$ cat src/rtl/core/lms_pkg.sv
// ----------------------------------------------------------------------------
// lms_pkg: shared types and constants for the link mode sequencer
// Mode and event codes, beat structs and code conversion helpers.
// ----------------------------------------------------------------------------
package lms_pkg;

  localparam int unsigned CODE_W   = 4;
  localparam int unsigned DWELL_W  = 20;
  localparam int unsigned NUM_MODE = 12;

  localparam logic [DWELL_W-1:0] BOOT_HOLD_MS    = DWELL_W'(100);
  localparam logic [DWELL_W-1:0] SERVER_HOLD_MS  = DWELL_W'(500);
  localparam logic [DWELL_W-1:0] BOTH_HOLD_MS    = DWELL_W'(300);
  localparam logic [DWELL_W-1:0] SEARCH_TMO_RST  = DWELL_W'(10000);
  localparam logic [CODE_W-1:0]  MODE_CODE_MAX   = CODE_W'(NUM_MODE - 1);

  // Event codes
  typedef enum logic [CODE_W-1:0] {
    OP_TICK        = 4'd0,
    OP_EVALUATE    = 4'd1,
    OP_NET_UP      = 4'd2,
    OP_NET_DOWN    = 4'd3,
    OP_PROVISIONED = 4'd4,
    OP_SERVER_UP   = 4'd5,
    OP_LEFT        = 4'd6,
    OP_RIGHT       = 4'd7,
    OP_LINK        = 4'd8,
    OP_UNLINK      = 4'd9,
    OP_FAULT       = 4'd10,
    OP_FORCE       = 4'd11
  } op_t;

  // Sequencer states, one-hot
  typedef enum logic [NUM_MODE-1:0] {
    MODE_BOOT           = 12'b0000_0000_0001,
    MODE_NET_CONNECTING = 12'b0000_0000_0010,
    MODE_NET_CONNECTED  = 12'b0000_0000_0100,
    MODE_PROVISIONING   = 12'b0000_0000_1000,
    MODE_SERVER         = 12'b0000_0001_0000,
    MODE_IDLE           = 12'b0000_0010_0000,
    MODE_LEFT           = 12'b0000_0100_0000,
    MODE_RIGHT          = 12'b0000_1000_0000,
    MODE_BOTH           = 12'b0001_0000_0000,
    MODE_SEARCHING      = 12'b0010_0000_0000,
    MODE_LINKED         = 12'b0100_0000_0000,
    MODE_ERROR          = 12'b1000_0000_0000
  } mode_t;

  // One event beat
  typedef struct packed {
    logic [CODE_W-1:0] op;
    logic              detected;
    logic [CODE_W-1:0] forced_state;
  } item_t;

  // One result beat
  typedef struct packed {
    logic [CODE_W-1:0]  mode;
    logic [CODE_W-1:0]  prior_mode;
    logic               changed;
    logic [DWELL_W-1:0] dwell_ms;
  } result_t;

  // Map a one-hot state to its external code
  function automatic logic [CODE_W-1:0] mode_encode(input mode_t m);
    logic [CODE_W-1:0] code;
    code = '0;
    for (int i = 0; i < NUM_MODE; i++) begin
      if (m[i]) begin
        code = code | CODE_W'(i);
      end
    end
    return code;
  endfunction

  // Map an external code to its one-hot state; codes beyond range give boot
  function automatic mode_t mode_decode(input logic [CODE_W-1:0] code);
    mode_t m;
    case (code)
      4'd0:    m = MODE_BOOT;
      4'd1:    m = MODE_NET_CONNECTING;
      4'd2:    m = MODE_NET_CONNECTED;
      4'd3:    m = MODE_PROVISIONING;
      4'd4:    m = MODE_SERVER;
      4'd5:    m = MODE_IDLE;
      4'd6:    m = MODE_LEFT;
      4'd7:    m = MODE_RIGHT;
      4'd8:    m = MODE_BOTH;
      4'd9:    m = MODE_SEARCHING;
      4'd10:   m = MODE_LINKED;
      4'd11:   m = MODE_ERROR;
      default: m = MODE_BOOT;
    endcase
    return m;
  endfunction

endpackage

$ cat src/rtl/core/lms_in_stage.sv
// ----------------------------------------------------------------------------
// lms_in_stage: event input register
// Captures one event beat and holds it until the sequencer consumes it.
// ----------------------------------------------------------------------------
module lms_in_stage (
  input  logic           clk,
  input  logic           rst,
  input  logic           in_valid,
  output logic           in_ready,
  input  lms_pkg::item_t in_item,
  input  logic           advance,
  output logic           held_valid,
  output lms_pkg::item_t held_item
);
  import lms_pkg::*;

  // Take a new beat when empty or when the held one moves on
  assign in_ready = !held_valid || advance;

  // Hold the valid flag
  always_ff @(posedge clk) begin
    if (rst) begin
      held_valid <= 1'b0;
    end else if (in_ready) begin
      held_valid <= in_valid;
    end
  end

  // Capture the payload
  always_ff @(posedge clk) begin
    if (in_ready && in_valid) begin
      held_item <= in_item;
    end
  end

endmodule

$ cat src/rtl/core/lms_fsm.sv
// ----------------------------------------------------------------------------
// lms_fsm: mode state machine and dwell counter
// Applies one event to the state and forms the result beat for it.
// ----------------------------------------------------------------------------
module lms_fsm (
  input  logic                          clk,
  input  logic                          rst,
  input  logic                          cfg_wr_en,
  input  logic [lms_pkg::DWELL_W-1:0]   cfg_wr_data,
  input  logic                          fire,
  input  lms_pkg::item_t                item,
  output lms_pkg::result_t              result
);
  import lms_pkg::*;

  mode_t              mode;
  mode_t              mode_next;
  mode_t              prior;
  mode_t              prior_next;
  logic [DWELL_W-1:0] dwell;
  logic [DWELL_W-1:0] dwell_next;
  logic               left_near;
  logic               left_near_next;
  logic               right_near;
  logic               right_near_next;
  logic [DWELL_W-1:0] search_tmo;

  logic               go;
  mode_t              target;

  // Search timeout register
  always_ff @(posedge clk) begin
    if (rst) begin
      search_tmo <= SEARCH_TMO_RST;
    end else if (cfg_wr_en) begin
      search_tmo <= cfg_wr_data;
    end
  end

  // Decide the transition for the current event
  always_comb begin
    go              = 1'b0;
    target          = mode;
    left_near_next  = left_near;
    right_near_next = right_near;
    dwell_next      = dwell;
    case (item.op)
      OP_TICK: begin
        if (dwell != '1) begin
          dwell_next = dwell + DWELL_W'(1);
        end
      end
      OP_EVALUATE: begin
        case (mode)
          MODE_BOOT: begin
            if (dwell > BOOT_HOLD_MS) begin
              go = 1'b1; target = MODE_NET_CONNECTING;
            end
          end
          MODE_SERVER: begin
            if (dwell > SERVER_HOLD_MS) begin
              go = 1'b1; target = MODE_IDLE;
            end
          end
          MODE_IDLE: begin
            if (left_near && right_near) begin
              go = 1'b1; target = MODE_BOTH;
            end else if (left_near) begin
              go = 1'b1; target = MODE_LEFT;
            end else if (right_near) begin
              go = 1'b1; target = MODE_RIGHT;
            end
          end
          MODE_LEFT: begin
            if (!left_near) begin
              go = 1'b1; target = MODE_IDLE;
            end else if (right_near) begin
              go = 1'b1; target = MODE_BOTH;
            end
          end
          MODE_RIGHT: begin
            if (!right_near) begin
              go = 1'b1; target = MODE_IDLE;
            end else if (left_near) begin
              go = 1'b1; target = MODE_BOTH;
            end
          end
          MODE_BOTH: begin
            if (!left_near && !right_near) begin
              go = 1'b1; target = MODE_IDLE;
            end else if (dwell > BOTH_HOLD_MS) begin
              go = 1'b1; target = MODE_SEARCHING;
            end
          end
          MODE_SEARCHING: begin
            if (!left_near || !right_near || (dwell > search_tmo)) begin
              go = 1'b1; target = MODE_IDLE;
            end
          end
          MODE_LINKED: begin
            if (!left_near || !right_near) begin
              go = 1'b1; target = MODE_IDLE;
            end
          end
          default: begin
            go = 1'b0;
          end
        endcase
      end
      OP_NET_UP: begin
        if (mode == MODE_NET_CONNECTING) begin
          go = 1'b1; target = MODE_NET_CONNECTED;
        end
      end
      OP_NET_DOWN: begin
        if (!(mode inside {MODE_ERROR, MODE_NET_CONNECTING})) begin
          go = 1'b1; target = MODE_NET_CONNECTING;
        end
      end
      OP_PROVISIONED: begin
        if (mode == MODE_NET_CONNECTED) begin
          go = 1'b1; target = MODE_PROVISIONING;
        end
      end
      OP_SERVER_UP: begin
        go = 1'b1; target = MODE_SERVER;
      end
      OP_LEFT: begin
        left_near_next = item.detected;
      end
      OP_RIGHT: begin
        right_near_next = item.detected;
      end
      OP_LINK: begin
        if (mode == MODE_SEARCHING) begin
          go = 1'b1; target = MODE_LINKED;
        end
      end
      OP_UNLINK: begin
        if (mode == MODE_LINKED) begin
          go = 1'b1; target = MODE_IDLE;
        end
      end
      OP_FAULT: begin
        go = 1'b1; target = MODE_ERROR;
      end
      OP_FORCE: begin
        if ((item.forced_state <= MODE_CODE_MAX) &&
            (item.forced_state != mode_encode(mode))) begin
          go = 1'b1; target = mode_decode(item.forced_state);
        end
      end
      default: begin
        go = 1'b0;
      end
    endcase
  end

  // Apply the transition: record the prior state
  always_comb begin
    mode_next  = mode;
    prior_next = prior;
    if (go) begin
      mode_next  = target;
      prior_next = mode;
    end
  end

  // Form the result beat from the updated state
  always_comb begin
    result.mode       = mode_encode(mode_next);
    result.prior_mode = mode_encode(prior_next);
    result.changed    = go;
    result.dwell_ms   = go ? '0 : dwell_next;
  end

  // Advance the state when the event is consumed
  always_ff @(posedge clk) begin
    if (rst) begin
      mode       <= MODE_BOOT;
      prior      <= MODE_BOOT;
      dwell      <= '0;
      left_near  <= 1'b0;
      right_near <= 1'b0;
    end else if (fire) begin
      mode       <= mode_next;
      prior      <= prior_next;
      dwell      <= go ? '0 : dwell_next;
      left_near  <= left_near_next;
      right_near <= right_near_next;
    end
  end

endmodule

$ cat src/rtl/core/lms_out_stage.sv
// ----------------------------------------------------------------------------
// lms_out_stage: result output register
// Holds one result beat until the consumer takes it.
// ----------------------------------------------------------------------------
module lms_out_stage (
  input  logic             clk,
  input  logic             rst,
  input  logic             load,
  input  lms_pkg::result_t load_result,
  output logic             free,
  output logic             out_valid,
  input  logic             out_ready,
  output lms_pkg::result_t out_result
);
  import lms_pkg::*;

  // Free when empty or when the held beat leaves this cycle
  assign free = !out_valid || out_ready;

  // Hold the valid flag
  always_ff @(posedge clk) begin
    if (rst) begin
      out_valid <= 1'b0;
    end else if (free) begin
      out_valid <= load;
    end
  end

  // Capture the result
  always_ff @(posedge clk) begin
    if (free && load) begin
      out_result <= load_result;
    end
  end

endmodule

$ cat src/rtl/core/link_mode_sequencer.sv
// ----------------------------------------------------------------------------
// link_mode_sequencer: twelve-state link mode sequencer
// An accepted event is held in the input register, and its result beat in the result register.
// Throughput: one event per cycle, set by the input and result registers, while out_ready is high.
// Reset (rst, synchronous): mode and prior mode boot, dwell zero, sensors
// far, search timeout 10000 ms; both pipeline registers empty.
// ----------------------------------------------------------------------------
module link_mode_sequencer (
  input  logic                        clk,
  input  logic                        rst,
  input  logic                        cfg_wr_en,
  input  logic [lms_pkg::DWELL_W-1:0] cfg_wr_data,
  input  logic                        in_valid,
  output logic                        in_ready,
  input  logic [lms_pkg::CODE_W-1:0]  op,
  input  logic                        detected,
  input  logic [lms_pkg::CODE_W-1:0]  forced_state,
  output logic                        out_valid,
  input  logic                        out_ready,
  output logic [lms_pkg::CODE_W-1:0]  mode,
  output logic [lms_pkg::CODE_W-1:0]  prior_mode,
  output logic                        changed,
  output logic [lms_pkg::DWELL_W-1:0] dwell_ms
);
  import lms_pkg::*;

  item_t   in_item;
  item_t   held_item;
  logic    held_valid;
  logic    out_free;
  logic    advance;
  result_t step_result;
  result_t out_result;

  assign in_item.op           = op;
  assign in_item.detected     = detected;
  assign in_item.forced_state = forced_state;

  // Move the held event on when the result register can take it
  assign advance = held_valid && out_free;

  lms_in_stage u_in (
    .clk        (clk),
    .rst        (rst),
    .in_valid   (in_valid),
    .in_ready   (in_ready),
    .in_item    (in_item),
    .advance    (advance),
    .held_valid (held_valid),
    .held_item  (held_item)
  );

  lms_fsm u_fsm (
    .clk         (clk),
    .rst         (rst),
    .cfg_wr_en   (cfg_wr_en),
    .cfg_wr_data (cfg_wr_data),
    .fire        (advance),
    .item        (held_item),
    .result      (step_result)
  );

  lms_out_stage u_out (
    .clk         (clk),
    .rst         (rst),
    .load        (advance),
    .load_result (step_result),
    .free        (out_free),
    .out_valid   (out_valid),
    .out_ready   (out_ready),
    .out_result  (out_result)
  );

  assign mode       = out_result.mode;
  assign prior_mode = out_result.prior_mode;
  assign changed    = out_result.changed;
  assign dwell_ms   = out_result.dwell_ms;

  // A transition always restarts the dwell count
  a_change_clears_dwell: assert property (
    @(posedge clk) disable iff (rst)
    (out_valid && changed) |-> (dwell_ms == '0)
  ) else $error("transition beat with nonzero dwell");

  // A held event that cannot advance blocks new input
  a_stall_blocks_input: assert property (
    @(posedge clk) disable iff (rst)
    (held_valid && !out_free) |-> !in_ready
  ) else $error("input accepted while held event stalled");

  // Every consumed event produces a result beat
  a_advance_gives_result: assert property (
    @(posedge clk) disable iff (rst)
    advance |=> out_valid
  ) else $error("consumed event produced no result");

endmodule
$ cat config.mk
export PLATFORM = sky130hd
export DESIGN_NAME = link_mode_sequencer
export DESIGN_NICKNAME = d
export VERILOG_FILES = /design/src/rtl/core/lms_pkg.sv /design/src/rtl/core/lms_in_stage.sv /design/src/rtl/core/lms_fsm.sv /design/src/rtl/core/lms_out_stage.sv /design/src/rtl/core/link_mode_sequencer.sv
export SDC_FILE = /design/constraint.sdc
export NUM_CORES = 1
export LEC_CHECK = 0
export ABC_AREA = 0
export ABC_CLOCK_PERIOD_IN_PS = 5500
export BUFFER_PORTS_ARGS = -buffer_cell sky130_fd_sc_hd__buf_4
export CAP_MARGIN = 0
export CORE_MARGIN = 5
export CORE_UTILIZATION = 64
export DETAILED_ROUTE_END_ITERATION = 7
export GPL_ROUTABILITY_DRIVEN = 1
export HOLD_SLACK_MARGIN = 0.05
export MAX_ROUTING_LAYER = met4
export PLACE_DENSITY = 0.95
export SYNTH_ARGS = -nofsm -noshare
export SYNTH_HDL_FRONTEND = slang
export SYNTH_SLANG_ARGS = --single-unit
$ cat constraint.sdc
create_clock -name clk -period 5.5 [get_ports clk]
set_input_delay 1.1 -clock clk [delete_from_list [all_inputs] [get_ports clk]]
set_output_delay 1.1 -clock clk [all_outputs]
set_load 0.005 [all_outputs]
==> impl_summary.txt, run 1 <==
----------------------------------------------------
[Power]
  Proportion of total power due to net switching ... 0.243
  Leakage Power ... 0.00301 µW
  Internal power consumption ... 1710 µW
  Sum of internal, switching and leakage power ... 2260 µW
  Power density cells ... 302 mW/mm²
  Combinational share of power ... 0.094
  Switching Power ... 550 µW
  Sequential group share of total power ... 0.422
  Clock network fraction of total power ... 0.483
  IR drop worst, VDD ... 0.000326 V

[Setup path]
  CP Launch Type ... flop
  R2R cell count ... 9
  Largest fanout on the critical path ... 42
  Beginning of the worst register-to-register path ... u_fsm.mode[1]$_SDFFE_PP0P_
  Capture instance of the worst register-to-register path ... u_out.out_result[25]$_SDFFCE_PP1P_
  Type of element capturing the critical path ... flop
  Startpoint-to-endpoint class of the critical path ... reg -> reg
  Required arrival time at the worst endpoint ... 5750 ps
  Reg2Reg Setup Slack ... 930 ps
  Worst EP arrival ... 4820 ps

[Routing]
  Routed wl met2 ... 8480 µm
  Residual antenna-violating net count after detailed routing ... 0
  Drt first pass iters ... 6
  Vias per std cell ... 6.66
  Iteration-0 DRC count of the detailed router ... 996
  Routed len/inst ... 20.9 µm
  Total met3 wirelength after detailed routing ... 2360 µm
  Length of routed wiring on met1 ... 7810 µm
  Total DRC errors in the routed layout ... 0
  Highest layer used for signal routing ... met4
  Total length of routed wires ... 19,400 µm
  Number of vias in the routed layout ... 6,177

[Clocking]
  H-tree level count ... 4
  Maximum buffer depth of the clock tree ... 2
  Hold buffer count at CTS ... 0
  Number of CTS-inserted buffers ... 17
  CTS sink count ... 117
  Clock tree from TritonCTS ... done
  Register clock-pin slew on the reported worst setup and hold paths ... 60 ps
  Resize count post-CTS ... 0
  Clock insertion delay at the later pin of the skew report ... 540 ps
  Root Driver ... sky130_fd_sc_hd__clkbuf_8
  Post-CTS repair timing setup buffer count ... 0

[Synth]
  Number of cells produced by synthesis ... 746
  Post-synthesis sequential element count ... 117
  Synthesized net count ... 802
  Area contributors post-synth ... sky130_fd_sc_hd__dfxtp_1 (25%), sky130_fd_sc_hd__edfxtp_1 (18%), sky130_fd_sc_hd__nor2_1 (5.5%), sky130_fd_sc_hd__mux2i_1 (4.8%), sky130_fd_sc_hd__ha_1 (4.3%)
  Yosys warning total ... 0
  Area share of the largest cell type after synthesis ... 0.245
  Top flip-flop cell by instance count after synthesis ... sky130_fd_sc_hd__dfxtp_1
  Post-synthesis average cell area ... 8.64 µm²
  Proportion of register bits with asynchronous set or reset after synthesis ... 0
  Most area-hungry cell type in the Yosys netlist ... sky130_fd_sc_hd__dfxtp_1
  Number of synthesized flops with an enable pin ... 38
  Sequential share of the synthesized area ... 0.423
  Number of distinct standard cells referenced by the synthesized netlist ... 68
  Post-synthesis instance area ... 0.00644 mm²

[Timing]
  Timing-limited maximum frequency ... 0.219 GHz
  Final period utilization ... 0.831
  Crit path setup slack, layout ... 931 ps
  Worst Tran Pin Value ... 1170 ps
  Worst Clk Skew ... 5.38 ps
  Final count of hold timing violations ... 0
  Setup TNS ... 0 ps
  Number of slew-limit violations in the final report ... 0
  Unrepaired setup endpoints after global routing ... false
  Rel. slew slack ... 0.215
  Final Critical Period ... 4570 ps
  Setup Viol. Count Final ... 0

[Floorplanning]
  Initial core utilization ... 0.656
  Die H ... 110 µm
  Die X-Extent ... 110 µm
  Number of ports placed on the die boundary ... 65
  Area of the core ... 0.00982 mm²
  Area enclosed by the die boundary ... 0.0122 mm²
  Number of rows in the core area ... 36

[Job]
  Max Cap Violations ... 0

[Cells and area]
  ANT cells ... 0
  Most common cell after layout, fill and taps aside ... sky130_fd_sc_hd__nor2_1
  Final net count ... 837
  Fillers ... 631
  Post-synthesis to final-layout area growth ... 16.3%
  Commonest cells after routing, fill and taps aside ... sky130_fd_sc_hd__nor2_1 (94), sky130_fd_sc_hd__dfxtp_1 (79), sky130_fd_sc_hd__buf_4 (69)
  Share of layout cells above drive strength 1 ... 0.140

[GRT]
  Final global-route overflow total ... 0
  Pin count of the biggest net entering global routing ... 59
  Total track usage ... 0.344
  Global-route wire length before repair ... 30,500 µm
  Antenna violations before repair ... 0
  Vias in the first global route ... 5,856

[Placed design]
  Count of input and output buffers ... 64
  Last weighted congestion value of the routability-driven placer ... 0.967
  Post-DP HPWL ... 13,400 µm
  Minimum setup slack after placement ... 1180 ps

[Hold path]
  Min-delay src ... u_fsm.search_tmo[7]$_SDFFE_PP0P_
  Number of instances on the worst hold path ... 2
  Hold-critical path endpoint ... u_fsm.search_tmo[7]$_SDFFE_PP0P_
  HP Class ... reg -> reg

[Run status]
  Run status ... finished, final reports clean

----------------------------------------------------
-- power by group through the flow --
| stage | logic (µW) | registers (µW) | clock network [µW] |
|---|---|---|---|
| 6_report | 214 | 955 | 1090 |
| 5_1_grt | 231 | 958 | 1140 |
| 4_1_cts | 209 | 954 | 1100 |
| 3_5_place_dp | 207 | 971 | 0 |
| 3_3_place_gp | 202 | 969 | 0 |
| 2_1_floorplan | 140 | 957 | 0 |
-- cells in the mapped netlist (6+ instances only) --
master                     instances
sky130_fd_sc_hd__buf_2             8
sky130_fd_sc_hd__o21ai_0          22
sky130_fd_sc_hd__a22oi_1           6
sky130_fd_sc_hd__nor3b_1           7
sky130_fd_sc_hd__xnor2_1          11
sky130_fd_sc_hd__dfxtp_1          79
sky130_fd_sc_hd__and3_1            7
sky130_fd_sc_hd__nand2_1          53
sky130_fd_sc_hd__nor2b_1          10
sky130_fd_sc_hd__o211ai_1          9
sky130_fd_sc_hd__nand2b_1          9
sky130_fd_sc_hd__a21oi_1          50
sky130_fd_sc_hd__clkbuf_1         41
sky130_fd_sc_hd__a211oi_1          7
sky130_fd_sc_hd__edfxtp_1         38
sky130_fd_sc_hd__or3_1            16
sky130_fd_sc_hd__a31oi_1          14
sky130_fd_sc_hd__ha_1             22
sky130_fd_sc_hd__nand4_1          18
sky130_fd_sc_hd__o31ai_1           7
sky130_fd_sc_hd__mux2i_1          31
sky130_fd_sc_hd__nor4_1           15
sky130_fd_sc_hd__nor4b_1           6
sky130_fd_sc_hd__xor2_1            9
sky130_fd_sc_hd__or4_1             6
sky130_fd_sc_hd__nor3_1           22
sky130_fd_sc_hd__nor2_1           94
sky130_fd_sc_hd__inv_1            38
sky130_fd_sc_hd__nand3_1          32
-- per-layer routing --
layer  vias up  GRT usage
met2       440      0.508
met1      2864      0.441
met5         -          -
met3        84      0.103
li1       2789          -
met4         0      0.143
-- worst max-delay path, stage by stage (launching register included) --
cell and delay (ps):
sky130_fd_sc_hd__dfxtp_1 430, sky130_fd_sc_hd__nor4_2 780, sky130_fd_sc_hd__a22o_1 300, sky130_fd_sc_hd__a21oi_1 110, sky130_fd_sc_hd__nor4_1 430, sky130_fd_sc_hd__nand2_1 360
sky130_fd_sc_hd__nor2_1 760, sky130_fd_sc_hd__inv_2 520, sky130_fd_sc_hd__a22oi_1 440, sky130_fd_sc_hd__nand4_1 140
-- kinds of logic after synthesis --
| family | count (synthesis) | synth area share |
|---|---|---|
| compound gates | 151 | 0.153 |
| flops | 117 | 0.423 |
| simple gates | 313 | 0.249 |
| buf+inv | 92 | 0.0569 |
| mux | 31 | 0.0482 |
| xor+xnor | 20 | 0.0272 |
| fa+ha+maj | 22 | 0.0427 |
-- cell type report --
class	count	area (µm²)	area share
Multi-Input combinational cell	537	3350	0.448
Clock buffer	23	488	0.0651
Tap cell	133	166	0.0222
Inverter	39	146	0.0195
Sequential cell	117	2720	0.363
Clock inverter	9	100	0.0134
Timing Repair Buffer	69	518	0.0691
-- per-stage QoR --
step | cell area [µm²] | utilization | cells | hold WS (ps)
3_3_place_gp | 6910 | 0.703 | 895 | 480
2_1_floorplan | 6440 | - | 746 | 438
3_5_place_dp | 6910 | 0.703 | 895 | 482
6_report | 7500 | 0.763 | 927 | 488
5_1_grt | 7500 | 0.763 | 927 | 507
4_1_cts | 7500 | 0.763 | 927 | 495
-- how the worst max path moves through the flow --
stage / startpoint / end / slack [ps] / cells past startpoint
2_1_floorplan: out_ready / u_out.out_result[0]$_DFFE_PP_ / 2310 / 6
3_3_place_gp: u_fsm.mode[1]$_SDFFE_PP0P_ / u_out.out_result[25]$_SDFFCE_PP1P_ / 1300 / 9
3_5_place_dp: u_fsm.mode[1]$_SDFFE_PP0P_ / u_out.out_result[25]$_SDFFCE_PP1P_ / 1180 / 9
4_1_cts: u_fsm.mode[1]$_SDFFE_PP0P_ / u_out.out_result[25]$_SDFFCE_PP1P_ / 1130 / 9
5_1_grt: u_fsm.mode[1]$_SDFFE_PP0P_ / u_out.out_result[25]$_SDFFCE_PP1P_ / 700 / 9
6_report: u_fsm.mode[1]$_SDFFE_PP0P_ / u_out.out_result[25]$_SDFFCE_PP1P_ / 930 / 9
No activity file was read; power rests on OpenSTA's default activity.
==> run 2, diff against run 1 <==
Settings changed: ABC_CLOCK_PERIOD_IN_PS 5500 to 4430, CORE_UTILIZATION 64 to 60, PLACE_DENSITY 0.95 to 0.9.
Clock period 5.5 ns to 4.43 ns, I/O delays scaled along.
==> run 2 against run 1 <==
Net effect:
- core utilization decreased by 4.7 points
- critical path depth increased by 1
- cell area decreased by 0.43%
- register-to-register slack got worse by 90 ps
- non-clock buffer count increased by 5
- critical path type unchanged
==> impl_summary.txt, run 2 (synthesis results as in run 1) <==
----------------------------------------------------
[Setup path]
  Type of element capturing the critical path ... flop
  Largest fanout on the critical path ... 35
  Cell family with the largest share of critical-path delay ... simple AND/OR/NAND/NOR gates
  R2R cell count ... 10
  Cell-by-cell listing of the critical path ... nor4_1 -> a22o_1 -> a21oi_1 -> nor4_1 -> nand2_1 -> nor2_1 -> inv_2 -> buf_4 -> or3_1 -> a21oi_1
  Worst EP arrival ... 4030 ps
  Required arrival time at the worst endpoint ... 4870 ps
  Cell with the largest stage delay on the worst path ... sky130_fd_sc_hd__nor4_1
  Startpoint-to-endpoint class of the critical path ... reg -> reg
  Capture instance of the worst register-to-register path ... u_fsm.dwell[2]$_SDFFE_PP0P_
  Delay contributed by the slowest stage of the critical path ... 740 ps
  Reg2Reg Setup Slack ... 840 ps
  Number of buffer and inverter stages on the critical path ... 2
  Beginning of the worst register-to-register path ... u_fsm.mode[9]$_SDFFE_PP0P_
  CP Launch Type ... flop

[Timing]
  Crit path setup slack, layout ... 844 ps
  Setup Viol. Count Final ... 0
  Final count of hold timing violations ... 0
  Rel. slew slack ... 0.445
  Final Critical Period ... 3590 ps
  Timing-limited maximum frequency ... 0.279 GHz
  Final period utilization ... 0.809
  Setup TNS ... 0 ps
  Unrepaired setup endpoints after global routing ... false
  Worst Clk Skew ... 9.26 ps
  Number of slew-limit violations in the final report ... 0
  Worst Tran Pin Value ... 825 ps

[Routing]
  Residual antenna-violating net count after detailed routing ... 0
  Total DRC errors in the routed layout ... 0
  Routed len/inst ... 20.2 µm
  Vias per std cell ... 6.38
  Total length of routed wires ... 18,900 µm
  Number of vias in the routed layout ... 5,966
  Iteration-0 DRC count of the detailed router ... 673
  Drt first pass iters ... 5

[Cells and area]
  Final net count ... 842
  Post-synthesis to final-layout area growth ... 15.8%
  ANT cells ... 0
  Number of standard cells in the final layout excluding fillers ... 935
  Commonest cells after routing, fill and taps aside ... sky130_fd_sc_hd__nor2_1 (94), sky130_fd_sc_hd__dfxtp_1 (79), sky130_fd_sc_hd__buf_4 (74)
  Most common cell after layout, fill and taps aside ... sky130_fd_sc_hd__nor2_1
  Share of layout cells above drive strength 1 ... 0.141

[Clocking]
  Register clock-pin slew on the reported worst setup and hold paths ... 60 ps
  Root Driver ... sky130_fd_sc_hd__clkbuf_8
  Maximum buffer depth of the clock tree ... 2
  Clock insertion delay at the later pin of the skew report ... 530 ps
  Number of CTS-inserted buffers ... 17
  Resize count post-CTS ... 0
  Post-CTS repair timing setup buffer count ... 0
  Clock tree from TritonCTS ... done
  CTS sink count ... 117
  H-tree level count ... 4
  Hold buffer count at CTS ... 0

[Placed design]
  Total placed cells including tap cells ... 903
  Post-DP HPWL ... 13,400 µm
  Minimum setup slack after placement ... 905 ps
  Count of input and output buffers ... 64
  Last weighted congestion value of the routability-driven placer ... 0.960

[Floorplanning]
  Area of the core ... 0.0104 mm²
  Area enclosed by the die boundary ... 0.0129 mm²
  Initial core utilization ... 0.619
  Number of rows in the core area ... 37
  Die H ... 114 µm
  Die X-Extent ... 114 µm
  Number of ports placed on the die boundary ... 65

[Run status]
  Run status ... finished, final reports clean

[Hold path]
  Hold-critical path endpoint ... u_fsm.search_tmo[13]$_SDFFE_PP1P_
  HP Class ... reg -> reg
  Min-delay src ... u_fsm.search_tmo[13]$_SDFFE_PP1P_
  Number of instances on the worst hold path ... 2

[GRT]
  Total track usage ... 0.311
  Final global-route overflow total ... 0
  Antenna violations before repair ... 0
  Pin count of the biggest net entering global routing ... 59
  Vias in the first global route ... 5,936
  Global-route wire length before repair ... 30,900 µm

[Power]
  IR drop worst, VDD ... 0.000384 V
  Leakage Power ... 0.00300 µW
  Power density cells ... 355 mW/mm²

[Job]
  Max Cap Violations ... 0

----------------------------------------------------
-- run 2: area by class of cell --
class	count	area (µm²)
Multi-Input combinational cell	537	3350
Fill cell	778	2950
Sequential cell	117	2720
Timing Repair Buffer	74	556
Clock buffer	23	458
Tap cell	136	170
Inverter	39	146
Clock inverter	9	56.3
-- run 2: report_power, final --
part	leakage (µW)	switching (µW)	internal (µW)
logic	0.00174	159	104
registers	0.000997	35.1	1150
clock network	0.000255	486	716
-- run 2: how the worst max path moves through the flow --
stage	depth (start not counted)	to	startpoint
final	10	u_fsm.dwell[2]$_SDFFE_PP0P_	u_fsm.mode[9]$_SDFFE_PP0P_
after global placement	8	u_out.out_result[27]$_SDFFCE_PP1P_	u_fsm.mode[11]$_SDFFE_PP0P_
after floorplan	9	u_out.out_result[26]$_SDFFCE_PP1P_	u_fsm.mode[4]$_SDFFE_PP0P_
after global routing	10	u_fsm.dwell[2]$_SDFFE_PP0P_	u_fsm.mode[11]$_SDFFE_PP0P_
after CTS	8	u_out.out_result[26]$_SDFFCE_PP1P_	u_fsm.mode[5]$_SDFFE_PP0P_
after detailed placement	8	u_out.out_result[27]$_SDFFCE_PP1P_	u_fsm.mode[5]$_SDFFE_PP0P_
-- run 2: layer usage --
layer  part of all wire  routed length [µm]  vias up  global-route usage
li1                   -                   -     2796                   -
met1               0.42                7990     2801               0.405
met2               0.46                8650      321               0.469
met3              0.099                1870       48              0.0891
met4              0.021                 401        0               0.102
met5                  0                   0        -                   -
-- run 2: worst register-to-register path: stages (launching register included) --
cell                      delay, ps
sky130_fd_sc_hd__dfxtp_1        450
sky130_fd_sc_hd__nor4_1         750
sky130_fd_sc_hd__a22o_1         260
sky130_fd_sc_hd__a21oi_1        110
sky130_fd_sc_hd__nor4_1         390
sky130_fd_sc_hd__nand2_1        330
sky130_fd_sc_hd__nor2_1         250
sky130_fd_sc_hd__inv_2          120
sky130_fd_sc_hd__buf_4          250
sky130_fd_sc_hd__or3_1          420
sky130_fd_sc_hd__a21oi_1        170
-- run 2: through the flow --
step	area, µm²	power [µW]	hold WS [ps]	util
finish	7460	2650	496	0.717
global route	7460	2740	518	0.717
CTS	7460	2660	492	0.717
detailed placement	6950	1470	485	0.667
global placement	6950	1460	474	0.667
floorplan	6440	1360	438	-
==> run 3, diff against run 2 <==
Settings changed: ABC_CLOCK_PERIOD_IN_PS 4430 to 3150, CORE_UTILIZATION 60 to 54, PLACE_DENSITY 0.9 to 0.86.
Clock period 4.43 ns to 3.15 ns, I/O delays scaled along.
==> run 3 against run 2 <==
Net effect:
- the run now ends with setup timing left
- combinational power up 77%
- final cell count up 9.0%
- non-clock buffer count up 77
- register-to-register slack worse by 850 ps
- die area up 10%
- clock skew up 2.9 ps
- critical path type unchanged
- highest routed layer unchanged
- flip-flop and latch count unchanged
- hold slack worse by 110 ps
==> impl_summary.txt, run 3 (synthesis results as in run 1) <==
----------------------------------------------------
[Routing]
  Routed len/inst ... 20.3 µm
  Drt first pass iters ... 7
  Residual antenna-violating net count after detailed routing ... 0
  Total length of routed wires ... 20,600 µm
  Number of vias in the routed layout ... 6,340
  Vias per std cell ... 6.22
  Iteration-0 DRC count of the detailed router ... 614
  Total DRC errors in the routed layout ... 0

[Setup path]
  R2R cell count ... 8
  Cell-by-cell listing of the critical path ... or4_4 -> or4_4 -> o22ai_4 -> a2111oi_2 -> or4_4 -> a221o_1 -> a211oi_2 -> nand4_1
  Number of buffer and inverter stages on the critical path ... 0
  Delay contributed by the slowest stage of the critical path ... 540 ps
  Largest fanout on the critical path ... 2
  Cell with the largest stage delay on the worst path ... sky130_fd_sc_hd__or4_4
  Type of element capturing the critical path ... flop
  Most repeated library cell on the critical path ... sky130_fd_sc_hd__or4_4
  CP Launch Type ... flop
  Startpoint-to-endpoint class of the critical path ... reg -> reg
  Cell family with the largest share of critical-path delay ... simple AND/OR/NAND/NOR gates
  Cell depth of the worst setup path ... 8
  Required arrival time at the worst endpoint ... 3290 ps
  Worst EP arrival ... 3290 ps

[GRT]
  Pin count of the biggest net entering global routing ... 45
  Vias in the first global route ... 6,133
  Antenna violations before repair ... 0
  Final global-route overflow total ... 0
  Global-route wire length before repair ... 32,700 µm
  Total track usage ... 0.301

[Clocking]
  Hold buffer count at CTS ... 0
  Register clock-pin slew on the reported worst setup and hold paths ... 60 ps
  H-tree level count ... 4
  CTS sink count ... 117
  Root Driver ... sky130_fd_sc_hd__clkbuf_16
  Clock tree from TritonCTS ... done
  Clock insertion delay at the later pin of the skew report ... 410 ps
  Number of CTS-inserted buffers ... 17
  Maximum buffer depth of the clock tree ... 2

[Cells and area]
  Most common cell after layout, fill and taps aside ... sky130_fd_sc_hd__buf_4
  Fillers ... 846
  Commonest cells after routing, fill and taps aside ... sky130_fd_sc_hd__buf_4 (147), sky130_fd_sc_hd__nor2_1 (94), sky130_fd_sc_hd__dfxtp_1 (75)
  Share of layout cells above drive strength 1 ... 0.244
  Final net count ... 919
  Post-layout utilization of the core ... 0.724
  Post-synthesis to final-layout area growth ... 29.9%
  ANT cells ... 0

[Hold path]
  HP Class ... in -> reg
  Number of instances on the worst hold path ... 1

[Floorplanning]
  Number of rows in the core area ... 39
  Die H ... 119 µm
  Area enclosed by the die boundary ... 0.0142 mm²
  Die X-Extent ... 119 µm
  Initial core utilization ... 0.557
  Area of the core ... 0.0116 mm²
  Number of ports placed on the die boundary ... 65

[Timing]
  Crit path setup slack, layout ... -1.21 ps
  Worst Tran Pin Value ... 617 ps
  Setup Viol. Count Final ... 1
  Number of slew-limit violations in the final report ... 0
  Final count of hold timing violations ... 0
  Final period utilization ... 1.00
  Final Critical Period ... 3150 ps
  Worst Clk Skew ... 12.2 ps
  Unrepaired setup endpoints after global routing ... true
  Rel. slew slack ... 0.584
  Timing-limited maximum frequency ... 0.317 GHz

[Run status]
  Run status ... finished, violations left
  Failing checks ... setup timing

[Placed design]
  Count of input and output buffers ... 64
  Post-DP HPWL ... 15,300 µm
  Last weighted congestion value of the routability-driven placer ... 0.933
  Minimum setup slack after placement ... -34.4 ps

[Power]
  Leakage Power ... 0.00351 µW
  IR drop worst, VDD ... 0.000387 V
  Power density cells ... 499 mW/mm²

[Job]
  Max Cap Violations ... 0

----------------------------------------------------
-- run 3: cell count changes in the layout (fill, tap and decap cells not counted), moves of 4 or more --
cell / previous run / this run
sky130_fd_sc_hd__buf_4: 74 / 147
sky130_fd_sc_hd__nor4_1: 15 / 9
sky130_fd_sc_hd__nor4_2: 1 / 6
sky130_fd_sc_hd__buf_12: 0 / 4
sky130_fd_sc_hd__clkinv_2: 5 / 1
sky130_fd_sc_hd__dfxtp_1: 79 / 75
sky130_fd_sc_hd__dfxtp_2: 0 / 4
-- run 3: layout make-up --
class	instances	area, µm²	area share
well taps	143	179	0.0214
multi-input cells	537	3500	0.418
flip-flops and latches	117	2730	0.326
inverters	39	146	0.0175
clock inverters	7	113	0.0134
clock buffers	25	528	0.0631
repair buffers	151	1180	0.141
-- run 3: final timing paths --
path	start	end	slack, ps
min	op[1]	u_in.held_item[6]$_DFFE_PP_	390
max	u_fsm.mode[11]$_SDFFE_PP0P_	u_out.out_result[26]$_SDFFCE_PP1P_	-1
min reg2reg	flop	u_fsm.mode[0]$_SDFFE_PP1P_	480
max reg2reg	u_fsm.mode[11]$_SDFFE_PP0P_	u_out.out_result[26]$_SDFFCE_PP1P_	-1
-- run 3: stage by stage --
step           total power [µW]  hold WS (ps)  std cells  instance area, µm²  setup TNS [ps]
6_report                   4180           389       1019                8370           -1.21
2_1_floorplan              1920           438        746                6450           -5.51
5_1_grt                    4320           380       1019                8370           -1020
4_1_cts                    4180           382       1017                8260           -63.5
3_5_place_dp               2120           474        984                7560           -53.2
3_3_place_gp               2110           475        984                7560           -76.9
-- run 3: power by group --
group          total, µW  switching [µW]  internal (µW)  leakage (µW)
clock network       2060             664           1400      0.000312
registers           1650            35.9           1620      0.000999
logic                466             265            201       0.00220
total               4180             965           3220       0.00351
-- run 3: timing repair --
item / CTS / global route
gates resized for setup: 9 / 20
pin swaps: 8 / 7
buffers inserted: 1 / 2
setup endpoints to repair: 5 / 48
endpoints found under the hold margin: 0 / 0
-- run 3: routing by layer --
| layer | global-route usage | vias to the layer above | share of wire |
|---|---|---|---|
| li1 | - | 2958 | - |
| met1 | 0.404 | 3021 | 0.44 |
| met2 | 0.462 | 327 | 0.46 |
| met3 | 0.0517 | 34 | 0.081 |
| met4 | 0.101 | 0 | 0.022 |
| met5 | - | - | 0 |
